<file path="src/rtl/core/dlerx_pkg.sv">
`timescale 1ns / 1ps

package dlerx_pkg;

    localparam int DEF_BUFFER_DEPTH = 8;
    localparam int DEF_QUEUE_SLOTS  = 3;

    localparam logic [7:0] CH_STX = 8'h02;
    localparam logic [7:0] CH_ETX = 8'h03;
    localparam logic [7:0] CH_DLE = 8'h10;

    localparam int MIN_FRAME   = 3;
    localparam int ENTRY_BYTES = 6;

    localparam logic FUNC_BYTE  = 1'b0;
    localparam logic FUNC_FETCH = 1'b1;

    localparam logic [1:0] ST_NONE   = 2'd0;
    localparam logic [1:0] ST_QUEUED = 2'd1;
    localparam logic [1:0] ST_REJECT = 2'd2;
    localparam logic [1:0] ST_DROP   = 2'd3;

    typedef logic [ENTRY_BYTES-1:0][7:0] t_entry;

endpackage

</file>
<file path="src/rtl/core/dlerx_if.sv">
`timescale 1ns / 1ps

interface dlerx_in_if;
    logic       valid;
    logic       ready;
    logic       func;
    logic [7:0] rx_byte;

    modport source (output valid, output func, output rx_byte, input ready);
    modport sink   (input valid, input func, input rx_byte, output ready);
endinterface

interface dlerx_out_if;
    logic       valid;
    logic       ready;
    logic [1:0] frame_status;
    logic       cmd_valid;
    logic [7:0] cmd_code;
    logic [7:0] arg0;
    logic [7:0] arg1;
    logic [7:0] arg2;
    logic [7:0] arg3;
    logic [7:0] arg4;
    logic       queue_full;

    modport source (
        output valid, output frame_status, output cmd_valid, output cmd_code,
        output arg0, output arg1, output arg2, output arg3, output arg4,
        output queue_full, input ready
    );
    modport sink (
        input valid, input frame_status, input cmd_valid, input cmd_code,
        input arg0, input arg1, input arg2, input arg3, input arg4,
        input queue_full, output ready
    );
endinterface

</file>
<file path="src/rtl/core/dle_stx_etx_frame_receiver.sv">
`timescale 1ns / 1ps

// Channel  | Dir | Word
// ---------+-----+-------------------------------------------------------
// i_in     | in  | func, rx_byte
// o_out    | out | frame_status, cmd_valid, cmd_code, arg0..arg4, queue_full
//
// One result word per input word, one word per cycle sustained unless the
// output stalls; each word passes the input register, then result register.
// The frame checksum is a running sum kept per stored byte, so an ETX needs
// only one subtract and compare.
// Reset clears the deframer, the ring pointers, the full flag and the buffer.
// A stalled output holds its word; one further input word is taken into the
// input register before i_in.ready falls.

module dle_stx_etx_frame_receiver #(
    parameter int BUFFER_DEPTH = dlerx_pkg::DEF_BUFFER_DEPTH,
    parameter int QUEUE_SLOTS  = dlerx_pkg::DEF_QUEUE_SLOTS
) (
    input  logic          i_clk,
    input  logic          i_rst_n,
    dlerx_in_if.sink      i_in,
    dlerx_out_if.source   o_out
);
    import dlerx_pkg::*;

    localparam int IDX_W  = $clog2(BUFFER_DEPTH);
    localparam int CNT_W  = $clog2(BUFFER_DEPTH + 2);
    localparam int SLOT_W = $clog2(QUEUE_SLOTS);

    logic              r_in_valid;
    logic              r_func;
    logic [7:0]        r_byte;

    logic [7:0]        r_buf [BUFFER_DEPTH];
    logic [CNT_W-1:0]  r_count, n_count;
    logic [7:0]        r_sum, n_sum;
    logic [7:0]        r_last, n_last;
    logic              r_in_frame, n_in_frame;
    logic              r_esc, n_esc;
    logic              r_full, n_full;
    t_entry            r_slots [QUEUE_SLOTS];
    logic [SLOT_W-1:0] r_wr, n_wr;
    logic [SLOT_W-1:0] r_rd, n_rd;

    logic              r_out_valid;
    logic [1:0]        r_status, n_status;
    logic              r_cmd_valid, n_cmd_valid;
    t_entry            r_entry, n_entry;
    logic              r_out_full;

    logic              advance;
    logic              store;
    logic              buf_we;
    logic              push;
    logic [SLOT_W-1:0] wr_next;
    logic [SLOT_W-1:0] rd_next;
    t_entry            frame_entry;

    assign advance    = r_in_valid && (!r_out_valid || o_out.ready);
    assign i_in.ready = !r_in_valid || advance;

    assign wr_next = (r_wr == SLOT_W'(QUEUE_SLOTS - 1)) ? '0 : r_wr + 1'b1;
    assign rd_next = (r_rd == SLOT_W'(QUEUE_SLOTS - 1)) ? '0 : r_rd + 1'b1;

    always_comb begin
        for (int i = 0; i < ENTRY_BYTES; i++) begin
            frame_entry[i] = r_buf[i];
        end
    end

    always_comb begin
        n_count     = r_count;
        n_sum       = r_sum;
        n_last      = r_last;
        n_in_frame  = r_in_frame;
        n_esc       = r_esc;
        n_full      = r_full;
        n_wr        = r_wr;
        n_rd        = r_rd;
        n_status    = ST_NONE;
        n_cmd_valid = 1'b0;
        n_entry     = '0;
        store       = 1'b0;
        buf_we      = 1'b0;
        push        = 1'b0;

        if (r_func == FUNC_FETCH) begin
            if (r_wr != r_rd) begin
                n_cmd_valid = 1'b1;
                n_entry     = r_slots[r_rd];
                n_rd        = rd_next;
                n_full      = 1'b0;
            end
        end else begin
            priority if (r_esc) begin
                store = r_in_frame;
                n_esc = 1'b0;
            end else if (r_byte == CH_DLE) begin
                n_esc = 1'b1;
            end else if (r_byte == CH_ETX) begin
                if (r_in_frame) begin
                    n_in_frame = 1'b0;
                    if (r_count < CNT_W'(MIN_FRAME) || r_count > CNT_W'(BUFFER_DEPTH)
                            || (r_sum - r_last) != r_last) begin
                        n_status = ST_REJECT;
                    end else if (r_full || wr_next == r_rd) begin
                        n_full   = 1'b1;
                        n_status = ST_DROP;
                    end else begin
                        push     = 1'b1;
                        n_wr     = wr_next;
                        n_status = ST_QUEUED;
                    end
                end
            end else if (r_byte == CH_STX) begin
                n_count    = '0;
                n_sum      = '0;
                n_in_frame = 1'b1;
                n_esc      = 1'b0;
            end else begin
                store = r_in_frame;
            end
        end

        if (store) begin
            if (r_count < CNT_W'(BUFFER_DEPTH)) begin
                buf_we  = 1'b1;
                n_count = r_count + 1'b1;
                n_sum   = r_sum + r_byte;
                n_last  = r_byte;
            end else begin
                n_count = CNT_W'(BUFFER_DEPTH + 1);
            end
        end
    end

    always_ff @(posedge i_clk) begin
        if (!i_rst_n) begin
            r_in_valid <= 1'b0;
        end else if (i_in.valid && i_in.ready) begin
            r_in_valid <= 1'b1;
        end else if (advance) begin
            r_in_valid <= 1'b0;
        end
    end

    always_ff @(posedge i_clk) begin
        if (i_in.valid && i_in.ready) begin
            r_func <= i_in.func;
            r_byte <= i_in.rx_byte;
        end
    end

    always_ff @(posedge i_clk) begin
        if (!i_rst_n) begin
            r_count    <= '0;
            r_sum      <= '0;
            r_last     <= '0;
            r_in_frame <= 1'b0;
            r_esc      <= 1'b0;
            r_full     <= 1'b0;
            r_wr       <= '0;
            r_rd       <= '0;
            for (int i = 0; i < BUFFER_DEPTH; i++) begin
                r_buf[i] <= '0;
            end
        end else if (advance) begin
            r_count    <= n_count;
            r_sum      <= n_sum;
            r_last     <= n_last;
            r_in_frame <= n_in_frame;
            r_esc      <= n_esc;
            r_full     <= n_full;
            r_wr       <= n_wr;
            r_rd       <= n_rd;
            if (buf_we) begin
                r_buf[r_count[IDX_W-1:0]] <= r_byte;
            end
        end
    end

    always_ff @(posedge i_clk) begin
        if (advance && push) begin
            r_slots[r_wr] <= frame_entry;
        end
    end

    always_ff @(posedge i_clk) begin
        if (!i_rst_n) begin
            r_out_valid <= 1'b0;
        end else if (advance) begin
            r_out_valid <= 1'b1;
        end else if (o_out.ready) begin
            r_out_valid <= 1'b0;
        end
    end

    always_ff @(posedge i_clk) begin
        if (advance) begin
            r_status    <= n_status;
            r_cmd_valid <= n_cmd_valid;
            r_entry     <= n_entry;
            r_out_full  <= n_full;
        end
    end

    assign o_out.valid        = r_out_valid;
    assign o_out.frame_status = r_status;
    assign o_out.cmd_valid    = r_cmd_valid;
    assign o_out.cmd_code     = r_entry[0];
    assign o_out.arg0         = r_entry[1];
    assign o_out.arg1         = r_entry[2];
    assign o_out.arg2         = r_entry[3];
    assign o_out.arg3         = r_entry[4];
    assign o_out.arg4         = r_entry[5];
    assign o_out.queue_full   = r_out_full;

endmodule
</file>
<file path="src/flat_wrapper.sv">
// flat-port wrapper written by rule: the top's interface ports become plain ports
module dle_stx_etx_frame_receiver_flat import dlerx_pkg::*;
#(
    parameter int BUFFER_DEPTH = dlerx_pkg::DEF_BUFFER_DEPTH,
    parameter int QUEUE_SLOTS  = dlerx_pkg::DEF_QUEUE_SLOTS
)
  (i_clk, i_rst_n, i_in_valid, i_in_func, i_in_rx_byte, i_in_ready, o_out_valid, o_out_frame_status, o_out_cmd_valid, o_out_cmd_code, o_out_arg0, o_out_arg1, o_out_arg2, o_out_arg3, o_out_arg4, o_out_queue_full, o_out_ready);
  dlerx_in_if i_in_i ();
  dlerx_out_if o_out_i ();
  input  logic i_clk;
  input  logic i_rst_n;
  input wire logic [$bits(i_in_i.valid)-1:0] i_in_valid;
  input wire logic [$bits(i_in_i.func)-1:0] i_in_func;
  input wire logic [$bits(i_in_i.rx_byte)-1:0] i_in_rx_byte;
  output wire logic [$bits(i_in_i.ready)-1:0] i_in_ready;
  output wire logic [$bits(o_out_i.valid)-1:0] o_out_valid;
  output wire logic [$bits(o_out_i.frame_status)-1:0] o_out_frame_status;
  output wire logic [$bits(o_out_i.cmd_valid)-1:0] o_out_cmd_valid;
  output wire logic [$bits(o_out_i.cmd_code)-1:0] o_out_cmd_code;
  output wire logic [$bits(o_out_i.arg0)-1:0] o_out_arg0;
  output wire logic [$bits(o_out_i.arg1)-1:0] o_out_arg1;
  output wire logic [$bits(o_out_i.arg2)-1:0] o_out_arg2;
  output wire logic [$bits(o_out_i.arg3)-1:0] o_out_arg3;
  output wire logic [$bits(o_out_i.arg4)-1:0] o_out_arg4;
  output wire logic [$bits(o_out_i.queue_full)-1:0] o_out_queue_full;
  input wire logic [$bits(o_out_i.ready)-1:0] o_out_ready;
  assign i_in_i.valid = i_in_valid;
  assign i_in_i.func = i_in_func;
  assign i_in_i.rx_byte = i_in_rx_byte;
  assign i_in_ready = i_in_i.ready;
  assign o_out_valid = o_out_i.valid;
  assign o_out_frame_status = o_out_i.frame_status;
  assign o_out_cmd_valid = o_out_i.cmd_valid;
  assign o_out_cmd_code = o_out_i.cmd_code;
  assign o_out_arg0 = o_out_i.arg0;
  assign o_out_arg1 = o_out_i.arg1;
  assign o_out_arg2 = o_out_i.arg2;
  assign o_out_arg3 = o_out_i.arg3;
  assign o_out_arg4 = o_out_i.arg4;
  assign o_out_queue_full = o_out_i.queue_full;
  assign o_out_i.ready = o_out_ready;
  dle_stx_etx_frame_receiver #(.BUFFER_DEPTH(BUFFER_DEPTH), .QUEUE_SLOTS(QUEUE_SLOTS)) u_core (.i_clk(i_clk), .i_rst_n(i_rst_n), .i_in(i_in_i), .o_out(o_out_i));
endmodule
</file>
<file path="config.mk">
export PLATFORM = sky130hd
export DESIGN_NAME = dle_stx_etx_frame_receiver_flat
export DESIGN_NICKNAME = d
export VERILOG_FILES = /design/src/rtl/core/dlerx_pkg.sv /design/src/rtl/core/dlerx_if.sv /design/src/rtl/core/dle_stx_etx_frame_receiver.sv /design/src/flat_wrapper.sv
export SDC_FILE = /design/constraint.sdc
export NUM_CORES = 1
export LEC_CHECK = 0
export BUFFER_PORTS_ARGS = -buffer_cell sky130_fd_sc_hd__clkbuf_2
export CAP_MARGIN = 20
export CORE_MARGIN = 2
export CORE_UTILIZATION = 65
export CTS_BUF_LIST = sky130_fd_sc_hd__clkbuf_16
export CTS_CLUSTER_SIZE = 40
export DETAILED_ROUTE_END_ITERATION = 10
export GPL_TIMING_DRIVEN = 0
export PLACE_DENSITY = 0.84
export SETUP_SLACK_MARGIN = 0.5
export SYNTH_ARGS = -nofsm -noshare
export SYNTH_HDL_FRONTEND = slang
export SYNTH_SLANG_ARGS = --single-unit
export TNS_END_PERCENT = 10
</file>
<file path="constraint.sdc">
create_clock -name i_clk -period 18.79 [get_ports i_clk]
set_input_delay 1.879 -clock i_clk [delete_from_list [all_inputs] [get_ports i_clk]]
set_output_delay 1.879 -clock i_clk [all_outputs]
set_load 0.005 [all_outputs]
</file>
# [After elaboration in Yosys (flattened, before gate mapping)]
# Memories as Yosys holds them, arrays and structs flattened. A register that Yosys moved wholly into a read port is not among the register bits.
# Index checks and enable logic that the tools add are counted.
[totals] register_bits=42 ramBits=208 inputBits=13 output_inout_bits=54 word_cells=129 memories=2
[mem_list] name="u_core.r_slots" depth=3 word_bits=48 read_ports=1 rd_clocked_by_memory_dff=1 wr=1 line_no="dle_stx_etx_frame_receiver.sv:42" source="t_entry r_slots [QUEUE_SLOTS];"
[mem_list] name="u_core.r_buf" depth=8 word_bits=8 read_ports=6 rd_clocked_by_memory_dff=0 wr=8 line_no="dle_stx_etx_frame_receiver.sv:35" source="logic [7:0] r_buf [BUFFER_DEPTH];"
[op_classes] n_addsub=5 magnitude_cmp=3 eq_ne=12 n_mux=59 bitwise=7 reduce_logical=25
[ops] operator="$mux 8" count=8
[ops] operator="$mux 1" count=39
[ops] operator="$mux 4" count=7
[ops] operator="$eq 8x2->1 const B" count=2
[ops] operator="$add 8x8->8" count=1
[ops] operator="$eq 8x5->1 const B" count=1
[ops] operator="$mux 2" count=4
[ops] operator="$ne 8x8->1" count=1
[ops] operator="$reduce_and 8->1" count=1
[ops] operator="$reduce_bool 2->1" count=4
[ops] operator="$reduce_or 8->1" count=1
[ops] operator="$sub 8x8->8" count=1
[ops] operator="$not 1->1" count=7
[ops] operator="$reduce_and 3->1" count=2
[ops] operator="$reduce_and 6->1" count=1
[ops] operator="$reduce_or 6->1" count=1
[ops] operator="$logic_or 1x1->1" count=5
[ops] operator="$reduce_and 5->1" count=1
[ops] operator="$reduce_or 5->1" count=1
[ops] operator="$add 2x1->2 const B" count=2
[ops] operator="$add 4x1->4 const B" count=1
[ops] operator="$eq 2x2->1 const B" count=2
[ops] operator="$gt 4x4->1 const B" count=1
[ops] operator="$lt 4x2->1 const B" count=1
[ops] operator="9 further kinds" count=16

# [Logic depth before layout (Yosys ltp)]
# Gate-level depths: netlist of the first run.
[depth] depth_word=14 ltp_mapped=9 ltp_nobuf=9

# [Least setup slack after synthesis of the first run]
# OpenSTA, ideal clock, no wires.
[synth_timing] path_type="input-to-reg" from="input port o_out_ready" to="memory u_core.r_slots[0][0] (netlist bit) (enable)" setup_time_ns=0.513 arrival_time_ns=6.036 required_time_ns=18.277 slack_ns=12.241 cell_stages=5 n_path_buf=0 path_cell_list="nor2b_1 nand2b_1 nor2_1 or4b_4 nor3_1"
[synth_via] elab_chain_cells=5
[synth_rtl] item="start: declaration" line_no="flat_wrapper.sv:26" source="input wire logic [$bits(o_out_i.ready)-1:0] o_out_ready;"
[synth_rtl] item="$logic_or 1x1->1" line_no="dle_stx_etx_frame_receiver.sv:60" source="assign advance = r_in_valid && (!r_out_valid || o_out.ready);"
[synth_rtl] item="$logic_and 1x1->1" line_no="dle_stx_etx_frame_receiver.sv:60"
[synth_rtl] item="$logic_and 1x1->1" line_no="dle_stx_etx_frame_receiver.sv:184" source="if (advance && push) begin"
[synth_rtl] item="$mux 1" line_no="dle_stx_etx_frame_receiver.sv:184"
[synth_rtl] item="$mux 1 (implied by the code)" line_no="dle_stx_etx_frame_receiver.sv:185" source="r_slots[r_wr] <= frame_entry;"
[synth_rtl] item="end: declaration" line_no="dle_stx_etx_frame_receiver.sv:42"
# No other way between the ends.

# [Worst setup path in the final report of the first run]
[layout_timing] from="input port o_out_ready" to="output port i_in_ready"
[layout_via] elab_chain_cells=3
[layout_rtl] item="$logic_or 1x1->1" line_no="dle_stx_etx_frame_receiver.sv:60"
[layout_rtl] item="$logic_and 1x1->1" line_no="dle_stx_etx_frame_receiver.sv:60"
[layout_rtl] item="$logic_or 1x1->1" line_no="dle_stx_etx_frame_receiver.sv:61" source="assign i_in.ready = !r_in_valid || advance;"
[layout_rtl] item="end: declaration" line_no="flat_wrapper.sv:15" source="output wire logic [$bits(i_in_i.ready)-1:0] i_in_ready;"
# No other way between the ends.

==> impl_metrics.yaml, run 1 <==
final_layout:
  syn2layout_area_growth_pct: 14.4
  antennaDiodeCount: 0
  drive_gt1_frac: 0.142
  finalNonFillerCells: 1175
  nets: 960
sta:
  fin_skew_ns: 0.0136
  period_share: 0.230
  fin_setup_tns_ns: 0
  holdWs_ns: 0.468
  min_period_ns: 4.32
  hold_viol: 0
  worstMarginPinSlew_ns: 1.12
  setup_slack_ns: 14.47
  final_max_slew_viol_count: 0
  grt_setup_unrepaired: "no"
  setup_viol: 0
  slew_headroom: 0.245
  clock.fmax_ghz: 0.231
setup_path:
  cp_max_fo: 5
  rrSetupSlack_ns: 14.47
  end_kind: "output pin"
  start_kind: "input pin"
  critical_path_class: "in -> out"
  crit_required_ns: 16.91
  worst_ep_arrival_time_ns: 2.45
floorplan:
  start_util: 0.662
  fp.dieArea_um2: 18600
  num_rows: 48
  core_um2: 17200
  die_y_um: 137
  die_w_um: 137
  io_pins: 67
logic_synthesis:
  synth-seq-cells: 281
  synth_nets: 855
  synth_area_leaders: "edfxtp_1 67%, dfxtp_1 4.9%, mux2i_1 4.6%"
  syn_area_um2: 11400
  synth_top_area_frac: 0.666
  synthAdderAreaFrac: 0.0211
  synthSimpleGateAreaFrac: 0.131
  synth_compound_area_frac: 0.0550
  ys_types: 54
  yosysWarningCount: 0
  synth_xor_xnor_area_share: 0.0115
  synth_ff_type: "edfxtp_1"
  syn_inst: 824
  muxShareOfSynthArea: 0.0465
  async_reset_ff_frac: 0
  syn_avg_cell_area_um2: 13.8
  yosysSeqAreaShare: 0.715
  synth-edff-count: 253
  synth.largest_area_cell: "edfxtp_1"
  synth_top_family_by_area: "simple AND/OR/NAND/NOR gates"
detailed_routing:
  firstDrtPassIters: 5
  vias_per_cell: 5.92
  first_iter_violations: 603
  num_vias: 6960
  wire_per_inst_um: 19.7
  drtAntennaViolNets: 0
  drc: 0
  routed_wirelength_mm: 23.1
grt:
  grt_usage: 0.256
  grt_max_degree: 36
  antenna_found_initial: 0
  grt_pass1_wl_mm: 35.7
  first_global_vias: 6887
  grt-ovfl-total: 0
cts:
  clkTransAtPathRegs_ns: 0.06
  cts_sinks: 281
  root_buffer: "clkbuf_16"
  cts_tree: "built"
  clock_path_buffers: 3
  hold_buffers: 0
  cts_setup_buffers: 0
  numCtsBuffers: 27
  htreeDepth: 1
  post_cts_resize_count: 0
  clock_latency_ns: 0.53
outcome:
  status: "finished, final reports clean"
place:
  hpwl_mm: 14.5
  place_ws_ns: 14.14
  place_inst: 1125
  io_buffers: 66
  routabilityCongestion: 0.860
flow_run:
  max_cap_violations: 0
hold_path:
  hold_class: "reg -> reg"
pwr:
  p_per_area_nw_per_um2: 93.7
  leakage_nw: 4.61
  power.total_w: 0.00122
  irDropWorstVdd_mv: 0.0809
==> layout by cell type, fill, tap and decap left out, drive strengths merged, types with 23 or more instances in the layout <==
cell type	count
a21oi	72
buf	23
nand2	34
dfxtp	28
nor2	127
mux2i	53
edfxtp	253
inv	26
and2	43
clkbuf	119
==> metal layers <==
| layer | track usage | wire, µm | vias to the layer above |
|---|---|---|---|
| li1 | - | - | 3218 |
| met1 | 0.330 | 8920 | 3373 |
| met2 | 0.441 | 11900 | 322 |
| met3 | 0.0389 | 1720 | 47 |
| met4 | 0.101 | 580 | 0 |
| met5 | 0 | 0 | - |
==> kinds of logic (layout without fill, tap and decap cells) <==
| kind of cell | after synthesis | after routing |
|---|---|---|
| simple gates | 288 | 288 |
| flops | 281 | 281 |
| compound gates | 110 | 110 |
| buf+inv | 59 | 185 |
| mux | 53 | 53 |
| fa+ha+maj | 18 | 18 |
| xor+xnor | 15 | 15 |
==> power breakdown <==
part	total (W)	switching, W	internal (W)
sequential	0.000695	0.00000766	0.000687
clock	0.000509	0.000220	0.000289
combinational	0.0000201	0.0000138	0.00000629
==> worst paths after layout <==
path | startpoint | endpoint | cells after the start
worst max-delay path | o_out_ready | i_in_ready | 4
worst min-delay path | u_core.r_buf[3][1] | u_core.r_slots[1][25] | 0
worst max register to register | u_core.r_sum[0] | u_core.r_slots[0][25] | 12
worst min register to register | u_core.r_buf[3][1] | u_core.r_slots[1][25] | 0
==> per-stage QoR <==
step / instance area [µm²] / utilization
after floorplan: 11400 / -
after detailed placement: 12200 / 0.709
final: 13100 / 0.757
after CTS: 13100 / 0.757
after global routing: 13100 / 0.757
after global placement: 12000 / 0.698
==> sequential cells by signal, summed over array words and instances, names as in the netlist, 8 cells and up <==
name,count
u_core.o_out.arg3,8
u_core.r_buf,48
u_core.o_out.arg0,8
u_core.o_out.arg1,8
u_core.o_out.cmd_code,8
u_core.o_out.arg4,8
u_core.r_byte,8
u_core.r_slots,144
u_core.o_out.arg2,8
u_core.r_sum,8
==> Yosys cell counts, drive strengths merged (13+ instances only) <==
cell,number
dfxtp,28
nor2,127
nor3,14
mux2i,53
buf,13
edfxtp,253
a21oi,72
nand2,34
ha,16
and2,43
clkbuf,26
inv,19
o21ai,13
==> area by class of cell <==
class	count	area (µm²)
Clock buffer	27	676
Multi-Input combinational cell	484	3040
Clock inverter	23	160
Tap cell	225	282
Timing Repair Buffer	76	508
Buffer	39	155
Inverter	20	75.1
Sequential cell	281	8160
Fill cell	1002	4180
==> worst max-delay path: stages <==
cell      delay, ns
clkbuf_2       0.08
nor2b_1        0.25
nand2_1        0.12
clkbuf_2       0.12
(Power assumes the default switching activity.)
==> run 2, diff against run 1 <==
--- a/config.mk
+++ b/config.mk
@@ -8,12 +8,12 @@
 export BUFFER_PORTS_ARGS = -buffer_cell sky130_fd_sc_hd__clkbuf_2
 export CAP_MARGIN = 20
 export CORE_MARGIN = 2
-export CORE_UTILIZATION = 65
+export CORE_UTILIZATION = 55
 export CTS_BUF_LIST = sky130_fd_sc_hd__clkbuf_16
 export CTS_CLUSTER_SIZE = 40
 export DETAILED_ROUTE_END_ITERATION = 10
 export GPL_TIMING_DRIVEN = 0
-export PLACE_DENSITY = 0.84
+export PLACE_DENSITY = 0.76
 export SETUP_SLACK_MARGIN = 0.5
 export SYNTH_ARGS = -nofsm -noshare
 export SYNTH_HDL_FRONTEND = slang
==> constraint.sdc (replaced) <==
create_clock -name i_clk -period 3.5 [get_ports i_clk]
set_input_delay 0.35 -clock i_clk [delete_from_list [all_inputs] [get_ports i_clk]]
set_output_delay 0.35 -clock i_clk [all_outputs]
set_load 0.005 [all_outputs]
==> impl_metrics.yaml, run 2 (synthesized netlist as in run 1, its figures left out) <==
outcome:
  status: "finished, final reports clean"
sta:
  slew_headroom: 0.362
  min_period_ns: 3.49
  hold_viol: 0
  setup_viol: 0
  period_share: 0.996
  final_max_slew_viol_count: 0
  holdWs_ns: 0.0629
  fin_skew_ns: 0.0213
  clock.fmax_ghz: 0.287
  worstMarginPinSlew_ns: 0.950
  grt_setup_unrepaired: "yes"
  setup_slack_ns: 0.0127
place:
  io_buffers: 66
  routabilityCongestion: 0.853
  dpl_cell_area_um2: 12400
  place_ws_ns: -0.579
  hpwl_mm: 13.9
cts:
  clock_path_buffers: 3
  numCtsBuffers: 27
  clock_latency_ns: 0.55
  cts_sinks: 281
  clkTransAtPathRegs_ns: 0.06
  htreeDepth: 1
  cts_tree: "built"
  root_buffer: "clkbuf_16"
setup_path:
  worst_ep_arrival_time_ns: 3.75
  crit_path_end: "u_core.r_slots[1][16]"
  rr_worst_depth: 12
  cp_max_fo: 8
  critical_path_class: "reg -> reg"
  crit_required_ns: 3.77
  rrSetupSlack_ns: 0.01
  worst_r2r_endpoint: "u_core.r_slots[1][16]"
  critPathLaunch: "u_core.r_sum[0]"
  r2r-start: "u_core.r_sum[0]"
  start_kind: "flip-flop"
  end_kind: "flip-flop"
pwr:
  p_int_w: 0.00528
  leakage_nw: 4.85
  irDropWorstVdd_mv: 0.383
  p_per_area_nw_per_um2: 480
  p_sw_frac: 0.198
  seqPwrFrac: 0.566
  clock_power_share: 0.416
  combinationalPowerShare: 0.018
  switchingPower_w: 0.00131
detailed_routing:
  drtAntennaViolNets: 0
  wire_per_inst_um: 18.2
  num_vias: 6867
  firstDrtPassIters: 5
  vias_per_cell: 5.49
  drc: 0
  routed_wirelength_mm: 22.7
  first_iter_violations: 459
grt:
  first_global_vias: 6747
  grt_usage: 0.205
  grt-ovfl-total: 0
  grt_pass1_wl_mm: 34.9
  antenna_found_initial: 0
  grt_max_degree: 37
final_layout:
  syn2layout_area_growth_pct: 20.3
  fin_area_um2: 13700
  layout_common_cells: "253 x edfxtp_1, 126 x nor2_1, 71 x a21oi_1"
  largest_register_ffs: 144
  largestRegisters: "u_core.r_slots x144, u_core.r_buf x48"
  antennaDiodeCount: 0
  drive_gt1_frac: 0.183
  largest-register: "u_core.r_slots"
  nets: 991
  final_common_cell: "edfxtp_1"
flow_run:
  max_cap_violations: 0
floorplan:
  core_um2: 20300
  start_util: 0.562
  die_y_um: 148
  num_rows: 52
  io_pins: 67
  die_w_um: 148
  fp.dieArea_um2: 21900
hold_path:
  hold_class: "in -> reg"
[run 2: cell count changes in the layout (fill, tap and decap cells not counted), sizes merged]
cell / change
buf: +18
dlygate4sd3: +9
clkinv: -5
clkbuf: +4
inv: +4
[run 2: worst min-delay path by stage]
stage | from | endpoint | slack (ns) | depth (start not counted)
2_1_floorplan | u_core.r_buf[0][0] | u_core.r_slots[0][0] | 0.44 | 0
3_3_place_gp | u_core.r_buf[4][0] | u_core.r_slots[2][32] | 0.45 | 0
3_5_place_dp | u_core.r_buf[1][2] | u_core.r_slots[2][10] | 0.45 | 0
4_1_cts | i_in_valid | u_core.r_in_valid | 0.04 | 3
5_1_grt | i_in_valid | u_core.r_in_valid | 0.07 | 3
6_report | i_in_valid | u_core.r_in_valid | 0.06 | 3
[run 2: cell type report]
type | count | area [µm²]
plain buffers | 39 | 171
clock buffers | 27 | 676
clock inverters | 22 | 164
fillers | 1349 | 6570
inverters | 20 | 75.1
multi-input cells | 484 | 3190
flip-flops and latches | 281 | 8160
well taps | 270 | 338
repair buffers | 107 | 952
[run 2: timing repair]
item	in CTS	in global routing
cloned	0	2
gates resized for setup	5	46
pin swaps	4	15
endpoints found under the setup margin	192	215
setup buffers	16	4
hold buffers	9	0
hold endpoints to repair	9	0
[run 2: critical path: stages, from the launching register on]
cell and delay, ns:
dfxtp_2 0.34, inv_2 0.04, ha_4 0.15, fa_2 0.37, xnor2_2 0.15, xnor2_1 0.16
nand4_1 0.17, or4b_4 0.52, or4b_4 0.59, nor3b_4 0.25, clkbuf_16 0.18, buf_16 0.13
clkbuf_16 0.16
[run 2: power by group through the flow]
stage / clock (W) / sequential (W) / combinational (W)
2_1_floorplan: 0 / 0.00378 / 0.0000487
3_3_place_gp: 0 / 0.00380 / 0.000100
3_5_place_dp: 0 / 0.00380 / 0.000107
4_1_cts: 0.00277 / 0.00373 / 0.000115
5_1_grt: 0.00290 / 0.00373 / 0.000131
6_report: 0.00274 / 0.00373 / 0.000120
[run 2: per-stage QoR]
step / TNS (ns) / power, W / instances / utilization
5_1_grt: -3.95 / 0.00676 / 1250 / 0.676
6_report: 0 / 0.00659 / 1250 / 0.676
2_1_floorplan: -77.52 / 0.00383 / 824 / -
3_3_place_gp: -211.89 / 0.00390 / 1160 / 0.598
4_1_cts: 0 / 0.00661 / 1244 / 0.664
3_5_place_dp: -21.51 / 0.00390 / 1170 / 0.610
[run 2: metal layers]
layer / GRT usage / up-vias / wire, µm
li1: - / 3278 / -
met1: 0.266 / 3327 / 9180
met2: 0.357 / 212 / 11500
met3: 0.0315 / 50 / 1460
met4: 0.0629 / 0 / 620
met5: 0 / - / 0
